### config.mk
export PLATFORM = sky130hd
export DESIGN_NAME = keypad_setpoint_entry
export DESIGN_NICKNAME = d
export VERILOG_FILES = /design/src/kse_pkg.sv /design/src/keypad_setpoint_entry.sv
export SDC_FILE = /design/constraint.sdc
export NUM_CORES = 1
export LEC_CHECK = 0
export BUFFER_PORTS_ARGS = -buffer_cell sky130_fd_sc_hd__buf_2
export CORE_ASPECT_RATIO = 1.1
export CORE_UTILIZATION = 56
export DETAILED_ROUTE_END_ITERATION = 6
export PLACE_DENSITY = 0.75
export SLEW_MARGIN = 20
export SYNTH_ARGS = -nofsm -noshare
export SYNTH_HDL_FRONTEND = slang
export SYNTH_SLANG_ARGS = --single-unit
### constraint.sdc
create_clock -name clk -period 13.9 [get_ports clk]
set_clock_uncertainty 0.2 [all_clocks]
set_input_delay 2.78 -clock clk [delete_from_list [all_inputs] [get_ports clk]]
set_output_delay 2.78 -clock clk [all_outputs]
set_load 0.02 [all_outputs]
### src/kse_pkg.sv
// kse_pkg: types, constants and helpers for the keypad set-point entry block
package kse_pkg;

    // digit place codes
    localparam logic [1:0] PLACE_HUNDREDS = 2'd0;
    localparam logic [1:0] PLACE_TENS     = 2'd1;
    localparam logic [1:0] PLACE_UNITS    = 2'd2;
    localparam logic [1:0] PLACE_DONE     = 2'd3;

    // command codes
    localparam logic CMD_TICK = 1'b0;
    localparam logic CMD_KEY  = 1'b1;

    // key codes
    localparam logic [3:0] KEY_NINE = 4'd9;
    localparam logic [3:0] KEY_A    = 4'd10;
    localparam logic [3:0] KEY_D    = 4'd13;
    localparam logic [3:0] KEY_STAR = 4'd14;
    localparam logic [3:0] KEY_HASH = 4'd15;

    // edit target codes
    localparam logic [2:0] TGT_NONE     = 3'd0;
    localparam logic [2:0] TGT_OXYGEN   = 3'd1;
    localparam logic [2:0] TGT_PRESSURE = 3'd2;
    localparam logic [2:0] TGT_RATE     = 3'd3;
    localparam logic [2:0] TGT_VOLUME   = 3'd4;

    // set-point limits and reset values
    localparam logic [6:0]  OXY_MIN     = 7'd21;
    localparam logic [6:0]  OXY_MAX     = 7'd100;
    localparam logic [5:0]  PRS_MIN     = 6'd10;
    localparam logic [5:0]  PRS_MAX     = 6'd37;
    localparam logic [4:0]  RATE_MIN    = 5'd10;
    localparam logic [4:0]  RATE_MAX    = 5'd30;
    localparam logic [9:0]  VOL_MIN     = 10'd270;
    localparam logic [9:0]  VOL_MAX     = 10'd800;
    localparam logic [2:0]  MODE_MAX    = 3'd4;
    localparam logic [1:0]  RATIO_MAX   = 2'd3;
    localparam logic [6:0]  OXY_RESET   = 7'd21;
    localparam logic [5:0]  PRS_RESET   = 6'd25;
    localparam logic [4:0]  RATE_RESET  = 5'd15;
    localparam logic [9:0]  VOL_RESET   = 10'd500;
    localparam logic [15:0] TIMEOUT_RESET = 16'd1500;
    localparam logic [15:0] IDLE_MAX    = 16'hFFFF;
    localparam logic [9:0]  ACC_MAX     = 10'd1000;

    // one result transaction
    typedef struct packed {
        logic [6:0] oxygen_pct;
        logic [5:0] pressure_set;
        logic [4:0] breath_rate;
        logic [9:0] tidal_volume;
        logic [2:0] vent_mode;
        logic [1:0] ie_ratio;
        logic [2:0] editing;
    } result_t;

    // floor(v/10) by reciprocal multiply, exact for v below 1029
    function automatic logic [6:0] div10(input logic [9:0] v);
        logic [20:0] prod;
        prod = 21'(v) * 21'd205;
        return prod[17:11];
    endfunction

    // clamp a 10-bit value into [lo, hi]
    function automatic logic [9:0] clamp10(input logic [9:0] v, input logic [9:0] lo,
                                           input logic [9:0] hi);
        priority if (v < lo) return lo;
        else if (v > hi)     return hi;
        else                 return v;
    endfunction

endpackage

### src/keypad_setpoint_entry.sv
// keypad_setpoint_entry: keypad driven set-point editor with tick based entry timeout
// each result is registered in the output register, or in the skid register behind it
// throughput: one transaction per cycle while the skid register is empty
// all state is updated in one pass at acceptance; a two-entry output buffer (output
// register plus skid register) keeps input open while one result waits to be taken
// reset: asynchronous active-low; set-points go to their defaults, timeout to 1500
module keypad_setpoint_entry (
    input  logic                          clk,
    input  logic                          rst_n,
    input  logic                          cfg_wen,
    input  logic [15:0]                   cfg_wdata,
    input  logic                          in_valid,
    output logic                          in_ready,
    input  logic                          cmd,
    input  logic [3:0]                    key_code,
    output logic                          out_valid,
    input  logic                          out_ready,
    output logic [6:0]                    oxygen_pct,
    output logic [5:0]                    pressure_set,
    output logic [4:0]                    breath_rate,
    output logic [9:0]                    tidal_volume,
    output logic [2:0]                    vent_mode,
    output logic [1:0]                    ie_ratio,
    output logic [2:0]                    editing
);
    import kse_pkg::*;

    logic [15:0] timeout_reg;
    logic [2:0]  target_reg,   target_next;
    logic [1:0]  place_reg,    place_next;
    logic [9:0]  acc_reg,      acc_next;
    logic [15:0] idle_reg,     idle_next;
    logic [6:0]  oxygen_reg,   oxygen_next;
    logic [5:0]  pressure_reg, pressure_next;
    logic [4:0]  rate_reg,     rate_next;
    logic [9:0]  volume_reg,   volume_next;
    logic [2:0]  mode_reg,     mode_next;
    logic [1:0]  ratio_reg,    ratio_next;

    logic        out_valid_reg, out_valid_next;
    logic        skid_valid_reg, skid_valid_next;
    result_t     out_data_reg;
    result_t     skid_data_reg;
    result_t     res;

    logic        in_fire;
    logic        out_fire;
    logic [9:0]  digit_val;
    logic [9:0]  acc_div;

    assign in_ready  = !skid_valid_reg;
    assign in_fire   = in_valid && in_ready;
    assign out_fire  = out_valid_reg && out_ready;
    assign digit_val = {6'd0, key_code};

    // set-point state update for one transaction
    always_comb
    begin
        target_next   = target_reg;
        place_next    = place_reg;
        acc_next      = acc_reg;
        idle_next     = idle_reg;
        oxygen_next   = oxygen_reg;
        pressure_next = pressure_reg;
        rate_next     = rate_reg;
        volume_next   = volume_reg;
        mode_next     = mode_reg;
        ratio_next    = ratio_reg;
        acc_div       = 10'd0;

        if (cmd == CMD_TICK)
        begin
            if (idle_reg != IDLE_MAX)
                idle_next = idle_reg + 16'd1;
        end
        else
        begin
            priority if (key_code >= KEY_A && key_code <= KEY_D)
            begin
                target_next = 3'(key_code - KEY_NINE);
                place_next  = PLACE_HUNDREDS;
                acc_next    = 10'd0;
                idle_next   = 16'd0;
            end
            else if (key_code == KEY_STAR)
            begin
                mode_next = (mode_reg >= MODE_MAX) ? 3'd1 : mode_reg + 3'd1;
            end
            else if (key_code == KEY_HASH)
            begin
                ratio_next = (ratio_reg >= RATIO_MAX) ? 2'd1 : ratio_reg + 2'd1;
            end
            else if (target_reg != TGT_NONE)
            begin
                // accumulate the digit at hundreds or tens; at units only a nine adds ten
                unique case (place_reg)
                    PLACE_HUNDREDS:
                    begin
                        acc_next   = acc_reg + 10'(digit_val * 10'd100);
                        place_next = PLACE_TENS;
                    end
                    PLACE_TENS:
                    begin
                        acc_next   = acc_reg + 10'(digit_val * 10'd10);
                        place_next = PLACE_UNITS;
                    end
                    PLACE_UNITS:
                    begin
                        if (key_code == KEY_NINE)
                            acc_next = acc_reg + 10'd10;
                        place_next = PLACE_DONE;
                    end
                    PLACE_DONE:
                    begin
                        place_next = PLACE_DONE;
                    end
                endcase

                // reload the edited set-point, clamped
                acc_div = {3'd0, div10(acc_next)};
                unique case (target_reg)
                    TGT_OXYGEN:
                        oxygen_next = 7'(clamp10(acc_div, 10'(OXY_MIN), 10'(OXY_MAX)));
                    TGT_PRESSURE:
                        pressure_next = 6'(clamp10(acc_div, 10'(PRS_MIN), 10'(PRS_MAX)));
                    TGT_RATE:
                        rate_next = 5'(clamp10(acc_div, 10'(RATE_MIN), 10'(RATE_MAX)));
                    default:
                        volume_next = clamp10(acc_next, VOL_MIN, VOL_MAX);
                endcase
                idle_next = 16'd0;
            end
            else
            begin
                // digit with nothing selected is ignored
            end

            // entry timeout, checked on key presses only
            if (idle_next >= timeout_reg)
            begin
                target_next = TGT_NONE;
                place_next  = PLACE_HUNDREDS;
                acc_next    = 10'd0;
            end
        end
    end

    // result assembled from the updated state
    always_comb
    begin
        res.oxygen_pct   = oxygen_next;
        res.pressure_set = pressure_next;
        res.breath_rate  = rate_next;
        res.tidal_volume = volume_next;
        res.vent_mode    = mode_next;
        res.ie_ratio     = ratio_next;
        res.editing      = target_next;
    end

    // output register and skid register valid flags
    always_comb
    begin
        out_valid_next  = out_valid_reg;
        skid_valid_next = skid_valid_reg;
        if (out_fire)
        begin
            if (skid_valid_reg)
                skid_valid_next = 1'b0;
            else
                out_valid_next = in_fire;
        end
        else if (!out_valid_reg)
            out_valid_next = in_fire;
        else if (in_fire)
            skid_valid_next = 1'b1;
    end

    // control and set-point registers
    always_ff @(posedge clk or negedge rst_n)
    begin
        if (!rst_n)
        begin
            timeout_reg    <= TIMEOUT_RESET;
            target_reg     <= TGT_NONE;
            place_reg      <= PLACE_HUNDREDS;
            acc_reg        <= 10'd0;
            idle_reg       <= 16'd0;
            oxygen_reg     <= OXY_RESET;
            pressure_reg   <= PRS_RESET;
            rate_reg       <= RATE_RESET;
            volume_reg     <= VOL_RESET;
            mode_reg       <= 3'd1;
            ratio_reg      <= 2'd1;
            out_valid_reg  <= 1'b0;
            skid_valid_reg <= 1'b0;
        end
        else
        begin
            if (cfg_wen)
                timeout_reg <= cfg_wdata;
            if (in_fire)
            begin
                target_reg   <= target_next;
                place_reg    <= place_next;
                acc_reg      <= acc_next;
                idle_reg     <= idle_next;
                oxygen_reg   <= oxygen_next;
                pressure_reg <= pressure_next;
                rate_reg     <= rate_next;
                volume_reg   <= volume_next;
                mode_reg     <= mode_next;
                ratio_reg    <= ratio_next;
            end
            out_valid_reg  <= out_valid_next;
            skid_valid_reg <= skid_valid_next;
        end
    end

    // result payload registers
    always_ff @(posedge clk)
    begin
        if (out_fire && skid_valid_reg)
            out_data_reg <= skid_data_reg;
        else if (in_fire && (out_fire || !out_valid_reg))
            out_data_reg <= res;
        if (in_fire && out_valid_reg && !out_fire)
            skid_data_reg <= res;
    end

    assign out_valid    = out_valid_reg;
    assign oxygen_pct   = out_data_reg.oxygen_pct;
    assign pressure_set = out_data_reg.pressure_set;
    assign breath_rate  = out_data_reg.breath_rate;
    assign tidal_volume = out_data_reg.tidal_volume;
    assign vent_mode    = out_data_reg.vent_mode;
    assign ie_ratio     = out_data_reg.ie_ratio;
    assign editing      = out_data_reg.editing;

    // skid register only fills behind a waiting output
    a_skid_behind_out: assert property (@(posedge clk) disable iff (!rst_n)
        skid_valid_reg |-> out_valid_reg)
        else $error("skid register valid without output register valid");

    // a tick never changes the entry target
    a_tick_keeps_target: assert property (@(posedge clk) disable iff (!rst_n)
        (in_fire && cmd == CMD_TICK) |=> $stable(target_reg))
        else $error("tick altered the edit target");

    // accumulator stays within the reachable range
    a_acc_range: assert property (@(posedge clk) disable iff (!rst_n)
        acc_reg <= ACC_MAX)
        else $error("accumulator out of range");

    // a shown result stays in place while stalled
    a_out_hold: assert property (@(posedge clk) disable iff (!rst_n)
        (out_valid_reg && !out_ready) |=> (out_valid_reg && $stable(out_data_reg)))
        else $error("stalled result changed");

    // entry at the hundreds place has an empty accumulator
    a_place_acc: assert property (@(posedge clk) disable iff (!rst_n)
        (place_reg == PLACE_HUNDREDS) |-> (acc_reg == 10'd0))
        else $error("accumulator non-zero at hundreds place");

endmodule
-- Word level (Yosys, flattened, before mapping)
Cells that the tools add are included.
- bits of input ports: 26
- output and inout port bits: 38
- register bits after elaboration: 154
- $lt $le $gt $ge: 12
- add/subtract/negate cells: 7
- reduce and logical (&&, ||, !) cells: 23
- equality and inequality tests: 13
- $mul: 3
- muxes and demuxes: 77
- operator list (cell ; count):
    10-bit two-way mux ; 19
    16-bit two-way mux ; 7
    36-bit two-way mux ; 2
    7-bit two-way mux ; 8
    6-bit two-way mux ; 8
    5-bit two-way mux ; 8
    10-bit one-hot mux with 3 select lines ; 1
    3-bit two-way mux ; 7
    2-bit two-way mux ; 10
    10-bit by 8-bit multiplier with 18-bit output (second input constant) ; 1
    16-bit by 1-bit adder with 16-bit output (second input constant) ; 1
    16-bit greater-or-equal comparator ; 1
    16-bit != test (second input constant) ; 1
    4-bit == test (second input constant) ; 3
    10-bit adder ; 1
    10-bit by 4-bit adder with 10-bit output (second input constant) ; 1
    10-bit by 8-bit adder with 10-bit output ; 1
    10-bit > comparator (second input constant) ; 1
    10-bit by 9-bit < comparator with 1-bit output (second input constant) ; 1
    4-bit by 5-bit multiplier with 8-bit output (second input constant) ; 1
    2-bit nonzero test ; 4
    7-bit by 5-bit > comparator with 1-bit output (second input constant) ; 1
    7-bit by 6-bit > comparator with 1-bit output (second input constant) ; 1
    7-bit > comparator (second input constant) ; 1
    other kinds (27) ; 45

-- Longest topological paths before layout
Gate-level depths: netlist (run 1).
- depth after elaboration: 20
- depth in mapped cells: 29
- depth with buffers taken out: 27

-- Worst setup path after synthesis (run 1)
OpenSTA, ideal clock, no wires.
- kind: input -> register
- start point: in key_code[1]
- end point: reg out_data_reg, in the netlist oxygen_pct[4], data pin
- arrival: 9502 ps
- stages: 27
- path slack: 3938 ps
- path through: ha_1 > ha_1 > fa_1 > ha_1 > nor2b_1 > a21oi_1 > o21bai_1 > a21oi_1 > mux2i_1 > a211oi_1 > inv_1 > ha_1 > inv_1 > fa_1 > fa_1 > inv_1 > fa_1 > inv_1 > ha_1 > nor3_1 > o21ai_2 > a211oi_2 > o221ai_4 > or3_1 > a21bo_2 > a21oi_1 > mux2_2
- longest elaborated chain between the ends: 20
- RTL lines (element ; RTL line ; RTL):
    start, declared ; keypad_setpoint_entry.sv:15 ; input logic [3:0] key_code,
    4-bit by 5-bit multiplier with 8-bit output, or another cell as far along ; keypad_setpoint_entry.sv:99 ; acc_next = acc_reg + 10'(digit_val * 10'd100);
    10-bit adder, or another cell as far along ; keypad_setpoint_entry.sv:99 ;
    10-bit one-hot mux with 3 select lines ; keypad_setpoint_entry.sv:96 ; unique case (place_reg)
    10-bit two-way mux ; keypad_setpoint_entry.sv:93 ; else if (target_reg != TGT_NONE)
    10-bit two-way mux ; keypad_setpoint_entry.sv:89 ; else if (key_code == KEY_HASH)
    10-bit two-way mux ; keypad_setpoint_entry.sv:85 ; else if (key_code == KEY_STAR)
    10-bit two-way mux ; keypad_setpoint_entry.sv:78 ; priority if (key_code >= KEY_A && key_code <= KEY_D)
    10-bit two-way mux ; keypad_setpoint_entry.sv:71 ; if (cmd == CMD_TICK)
    [... 5 more ...] ; -- ;
    7-bit two-way mux ; keypad_setpoint_entry.sv:93 ;
    7-bit two-way mux ; keypad_setpoint_entry.sv:89 ;
    7-bit two-way mux ; keypad_setpoint_entry.sv:85 ;
    7-bit two-way mux * ; keypad_setpoint_entry.sv:78 ;
    7-bit two-way mux * ; keypad_setpoint_entry.sv:71 ;
    net oxygen_next[4] ; keypad_setpoint_entry.sv:33 ; logic [6:0] oxygen_reg, oxygen_next;
    36-bit two-way mux * ; keypad_setpoint_entry.sv:224 ; else if (in_fire && (out_fire || !out_valid_reg))
    36-bit two-way mux * ; keypad_setpoint_entry.sv:222 ; if (out_fire && skid_valid_reg)
    end signal, assigned ; keypad_setpoint_entry.sv:223 ; out_data_reg <= skid_data_reg;
    end signal, assigned ; keypad_setpoint_entry.sv:225 ; out_data_reg <= res;
    end, declared ; keypad_setpoint_entry.sv:42 ; result_t out_data_reg;
The timed path passes the listed nets; every way through them passes the cells marked *. The select of a mux whose other input is x is not followed.
A chain may end at the register's enable or synchronous reset.

-- Worst setup path after layout (run 1)
- start point: in key_code[1]
- end point: reg skid_data_reg[18] (netlist name), data pin
- longest elaborated chain between the ends: 18
- RTL lines (element ; RTL line ; RTL):
    4-bit by 5-bit multiplier with 8-bit output, or another cell as far along ; keypad_setpoint_entry.sv:99 ;
    10-bit adder, or another cell as far along ; keypad_setpoint_entry.sv:99 ;
    10-bit one-hot mux with 3 select lines ; keypad_setpoint_entry.sv:96 ;
    10-bit two-way mux ; keypad_setpoint_entry.sv:93 ;
    10-bit two-way mux ; keypad_setpoint_entry.sv:89 ;
    10-bit two-way mux ; keypad_setpoint_entry.sv:85 ;
    10-bit two-way mux ; keypad_setpoint_entry.sv:78 ;
    10-bit two-way mux ; keypad_setpoint_entry.sv:71 ;
    [... 3 more ...] ; -- ;
    5-bit two-way mux ; kse_pkg.sv:68 ; priority if (v < lo) return lo;
    5-bit two-way mux ; keypad_setpoint_entry.sv:121 ; unique case (target_reg)
    5-bit two-way mux ; keypad_setpoint_entry.sv:93 ;
    5-bit two-way mux ; keypad_setpoint_entry.sv:89 ;
    5-bit two-way mux ; keypad_setpoint_entry.sv:85 ;
    5-bit two-way mux * ; keypad_setpoint_entry.sv:78 ;
    5-bit two-way mux * ; keypad_setpoint_entry.sv:71 ;
    net rate_next[0] ; keypad_setpoint_entry.sv:35 ; logic [4:0] rate_reg, rate_next;
    end signal, assigned ; keypad_setpoint_entry.sv:227 ; skid_data_reg <= res;
    end, declared ; keypad_setpoint_entry.sv:43 ; result_t skid_data_reg;
Marked as above.

==> results of run 1 <==
==> worst max path at each step <==
stage	endpoint	slack (ps)	cells past startpoint
CTS	breath_rate[0]	3630	28
detailed placement	oxygen_pct[4]	3210	28
global placement	breath_rate[0]	3390	28
floorplan	oxygen_pct[4]	3940	27
finish	skid_data_reg[18]	3550	28
global route	skid_data_reg[18]	2990	28
==> tightest hold or removal path, cell delays in order (launching register included) <==
cell and delay, ps:
dfstp_2 370, nand2_1 50, o31ai_1 60
==> cells in the mapped netlist, drive strengths merged, types with 8 or more instances <==
library cell / count / area (µm²)
dfrtp: 56 / 1400
a211oi: 10 / 90.1
buf: 8 / 50.1
or3: 13 / 81.3
a31oi: 17 / 136
and2: 21 / 136
dfstp: 25 / 657
mux2: 15 / 169
mux2i: 8 / 80.1
a21o: 15 / 113
fa: 21 / 420
nor2: 87 / 327
and3: 13 / 86.3
a22o: 12 / 114
o31ai: 13 / 113
inv: 103 / 387
clkbuf: 24 / 90.1
o21ai: 83 / 434
xor2: 11 / 96.3
nor3: 31 / 175
xnor2: 13 / 114
ha: 105 / 1310
nand3: 21 / 105
edfxtp: 72 / 2160
nand2: 125 / 469
nor2b: 8 / 50.1
a21oi: 64 / 332
==> cells by family (layout without fill, tap and decap cells) <==
group | after synthesis | count (layout) | synth area share [%]
adder cells (fa/ha/maj) | 127 | 127 | 16.6
multiplexers | 23 | 23 | 2.37
AO/OA/AOI/OAI | 270 | 270 | 17.8
buffers and inverters | 135 | 205 | 5.02
flip-flops | 153 | 153 | 40.2
XOR/XNOR | 24 | 24 | 2.00
other | 2 | 3 | 0.0716
AND/OR/NAND/NOR | 349 | 349 | 15.9
==> per-layer routing <==
layer | wire, µm | global-route usage, % | up-vias | share of wire (%)
li1 | - | - | 3962 | -
met1 | 11100 | 35.6 | 3861 | 47
met2 | 10900 | 40.8 | 236 | 46
met3 | 1010 | 3.76 | 40 | 4.3
met4 | 616 | 9.48 | 0 | 2.6
met5 | 0 | 0 | - | 0
==> area by class of cell <==
cell class / instances / share of cell area, %
multi-input combinational: 796 / 49.5
tap: 243 / 2.61
clock inverter: 15 / 1.45
sequential: 153 / 36.3
timing repair buffer: 70 / 3.18
clock buffer: 17 / 3.65
inverter: 103 / 3.32
==> per-stage QoR <==
step                cell area, µm²  std cells  setup WS, ps  utilization, %
floorplan                    10500       1084          3940               -
global placement             11000       1365          3390            60.2
detailed placement           11000       1365          3210            60.2
CTS                          11600       1397          3630            63.4
global route                 11600       1397          2990            63.4
finish                       11600       1397          3550            63.4
==> reports/qor.txt, run 1 <==
Final Cycle Share = 74.5%
Worst hold endpoint = rate_reg[2]
WL/cell = 16.9 µm
Input/output buffers = 63
Synth Flop Type = edfxtp_1
Worst reg2reg path startpoint = acc_reg[2]
Final setup fails = 0
Worst Path Required = 14000 ps
Syn_area_per_cell = 9.69 µm²
Post-CTS Resized = 0
Most common cell after layout, fill and taps aside = nand2_1
Ys async rst share = 52.9%
Die width = 132 µm
Die area = 0.0193 mm²
Cells on worst reg2reg path = 26
CTS sink cnt = 153
Hold Path Origin = rate_reg[2]
Syn Inst Count = 1083
Final Hold Slack = 279 ps
HPWL Detailed = 17.4 mm
Initial Utilization = 57.2%
H-tree levels = 4
Pin count of the biggest net entering global routing = 46
Top Ports = 64
Fillers = 1501
Unrepaired setup endpoints after global routing = false
Max-slew violations = 0
Worst skew pair latency = 430 ps
Fmax = 96.6 MHz
Total Routing Usage GR = 25.6%
DRC violations left = 1
Final hold viol count = 0
Distinct cell type count after synthesis = 89
Status = finished with violations
Seq cells post-synth = 153
Reg2Reg Capture Point = skid_data_reg[18]
Post-CTS setup buffers = 0
Failing checks = design-rule violations
WP buf/inv = 6
Slew @ Worst Pin = 1040 ps
Final TNS setup = 0 ps
Slowest stage cell, crit path = nor3_1
Detail Route Antenna Nets = 0
Final net count = 1293
Worst Setup Start Kind = input port
Worst slew margin = 30.2%
Reg area = 0.00422 mm²
CP top delay family = adder cells
CP Launch Point = key_code[1]
CP peak stage delay = 750 ps
Vias post-DR = 8099
# Max-Cap Violations = 0
Area of the multi-input gates = 0.00576 mm²
Antenna diodes = 0
Row Count = 52
R2R setup slack = 6200 ps
Drt total wl = 23.6 mm
TritonCTS clock tree = yes
Share of cells above drive strength 1 = 16.3%
Area Growth Syn to Fin = 11.0%
Root Buffer = clkbuf_16
Grt ovf = 0
Post-synth EDFFs = 72
Number of CTS-inserted buffers = 17
Hold-fix buffers, CTS = 0
Sequential area share after synthesis = 40.2%
Initial antenna violation count = 0
Maximum buffer depth of the clock tree = 2
Synth warn = 0
Clk slew on worst S/H paths = 70 ps
Mapped Area = 0.0105 mm²
WS Path Type = input port to register
DRT iter0 DRCs = 625
Post-layout min period = 10350 ps
CP endpoint kind = register
CP Max Fanout = 9
Hold Path Class = register to register
Most frequent cells in the layout = nand2_1, ha_1, inv_1
Hold Crit Depth = 2
Critical Path AT = 10450 ps
First-pass GRT wire length = 39.4 mm
TritonRoute pass-1 iters = 7
Core outline area = 0.0183 mm²
Vias in the first global route = 7896
Die Height = 146 µm
Drt via density = 5.80
Max reg flops = 36
Gpl congestion = 0.953
Power of run 1 is not shown: default switching activity piles up to over one toggle a cycle in this logic, so the estimate is an artifact.
==> run 2: changes to the inputs <==
Settings changed: PLACE_DENSITY 0.75 to 0.78.
Clock period 13.9 ns to 9.12 ns, I/O delays scaled along.
==> reports/qor.txt, run 2 (synthesis gave the netlist of run 1 again) <==
Most common cell after layout, fill and taps aside = nand2_1
Vias post-DR = 8284 (+2.3%)
Initial Utilization = 57.2% (unchanged)
Post-CTS Resized = 0 (unchanged)
Final hold viol count = 0 (unchanged)
Max reg flops = 36 (unchanged)
Gpl congestion = 0.926 (-2.9%)
Maximum buffer depth of the clock tree = 2 (unchanged)
Slowest stage cell, crit path = fa_1
DRT iter0 DRCs = 608 (-2.7%)
Vias in the first global route = 8173 (+3.5%)
Placed Cells = 1379 (+1.0%)
Worst slew margin = 30.7% (+0.58 points)
Fmax = 115 MHz
Final setup fails = 0 (unchanged)
Input/output buffers = 63 (unchanged)
Area of the multi-input gates = 0.00576 mm² (unchanged)
CP Max Fanout = 6 (-3)
First-pass GRT wire length = 40.5 mm (+2.9%)
TritonRoute pass-1 iters = 5 (-2)
Fillers = 1464 (-2.5%)
Top Ports = 64 (unchanged)
Worst Setup Start Kind = input port
Unrepaired setup endpoints after global routing = false
Final Cycle Share = 95.6%
Reg area = 0.00422 mm² (unchanged)
Final non-filler cell total = 1411 (+1.0%)
Worst Path Required = 9100 ps (-4900 ps)
Detail Route Antenna Nets = 0 (unchanged)
Row Count = 52 (unchanged)
Area Growth Syn to Fin = 12.3%
Hold Path Origin = pressure_reg[4]
Antenna diodes = 0 (unchanged)
Die width = 132 µm (unchanged)
DRC violations left = 0 (-1)
Hold Crit Depth = 2 (unchanged)
CP Launch Point = key_code[3]
Share of cells above drive strength 1 = 17.3% (+1.0 points)
Hold-fix buffers, CTS = 0 (unchanged)
CTS sink cnt = 153 (unchanged)
Clk slew on worst S/H paths = 70 ps (about the same)
Final net count = 1307 (+1.1%)
Critical Path AT = 8700 ps (-1750 ps)
Status = complete, no violations
Initial antenna violation count = 0 (unchanged)
Grt ovf = 0 (unchanged)
Drt via density = 5.87 (+1.3%)
HPWL Detailed = 17.7 mm (+1.6%)
Pin count of the biggest net entering global routing = 52 (+13%)
WL/cell = 17.1 µm (+1.5%)
Most frequent cells in the layout = nand2_1, ha_1, inv_1
H-tree levels = 4 (unchanged)
Post-CTS setup buffers = 0 (unchanged)
Cells on worst reg2reg path = 26 (unchanged)
Slew @ Worst Pin = 1040 ps (-1.72 ps)
Root Buffer = clkbuf_16
TritonCTS clock tree = yes
Post-layout min period = 8720 ps
Most common cell type on the critical path = ha_1
Total Routing Usage GR = 26.5% (+0.92 points)
Die Height = 146 µm (unchanged)
Worst skew pair latency = 430 ps (about the same)
CP endpoint kind = register
Max-slew violations = 0 (unchanged)
Drt total wl = 24.2 mm (+2.5%)
CP peak stage delay = 540 ps (-210 ps)
# Max-Cap Violations = 0 (unchanged)
Worst reg2reg path startpoint = acc_reg[2]
Core outline area = 0.0183 mm² (unchanged)
Final TNS setup = 0 ps (unchanged)
Number of CTS-inserted buffers = 17 (unchanged)
Die area = 0.0193 mm² (unchanged)
Hold Path Class = register to register
WS Path Type = input port to register
run 2: worst paths after layout:
kind / endpoint / slack [ps]
min reg2reg: pressure_reg[4] / 280
max reg2reg: oxygen_pct[0] / 1830
min: pressure_reg[4] / 280
max in group asynchronous: ratio_reg[1] / 6550
min in group asynchronous: timeout_reg[1] / 1130
max: oxygen_pct[0] / 400
run 2: critical path: cells and delay by family:
kind	cells	cell delay, ps
fa+ha+maj	9	3400
compound gates	6	1610
mux	3	780
simple gates	4	520
xor+xnor	2	320
buf+inv	3	240
run 2: layout make-up:
| cell class | instances | share of cell area (%) |
|---|---|---|
| multi-input combinational | 796 | 48.9 |
| sequential | 153 | 35.8 |
| timing repair buffer | 84 | 4.04 |
| clock buffer | 17 | 3.61 |
| inverter | 103 | 3.28 |
| tap | 243 | 2.58 |
| clock inverter | 15 | 1.73 |
run 2: stage by stage:
step,util [%],hold WS [ps],setup slack [ps],instance area (µm²)
floorplan,-,242,114,10500
global placement,60.8,256,191,11200
detailed placement,60.8,264,37.7,11200
CTS,64.2,275,430,11800
global route,64.2,286,8.15,11800
finish,64.2,275,401,11800
run 2: layer usage:
metal | track usage (%) | up-vias | part of all wire [%]
li1 | - | 3986 | -
met1 | 34.0 | 3971 | 43
met2 | 43.0 | 255 | 48
met3 | 4.67 | 72 | 4.6
met4 | 14.1 | 0 | 4.2
met5 | 0 | - | 0
Power of run 2 is left out for the same reason.
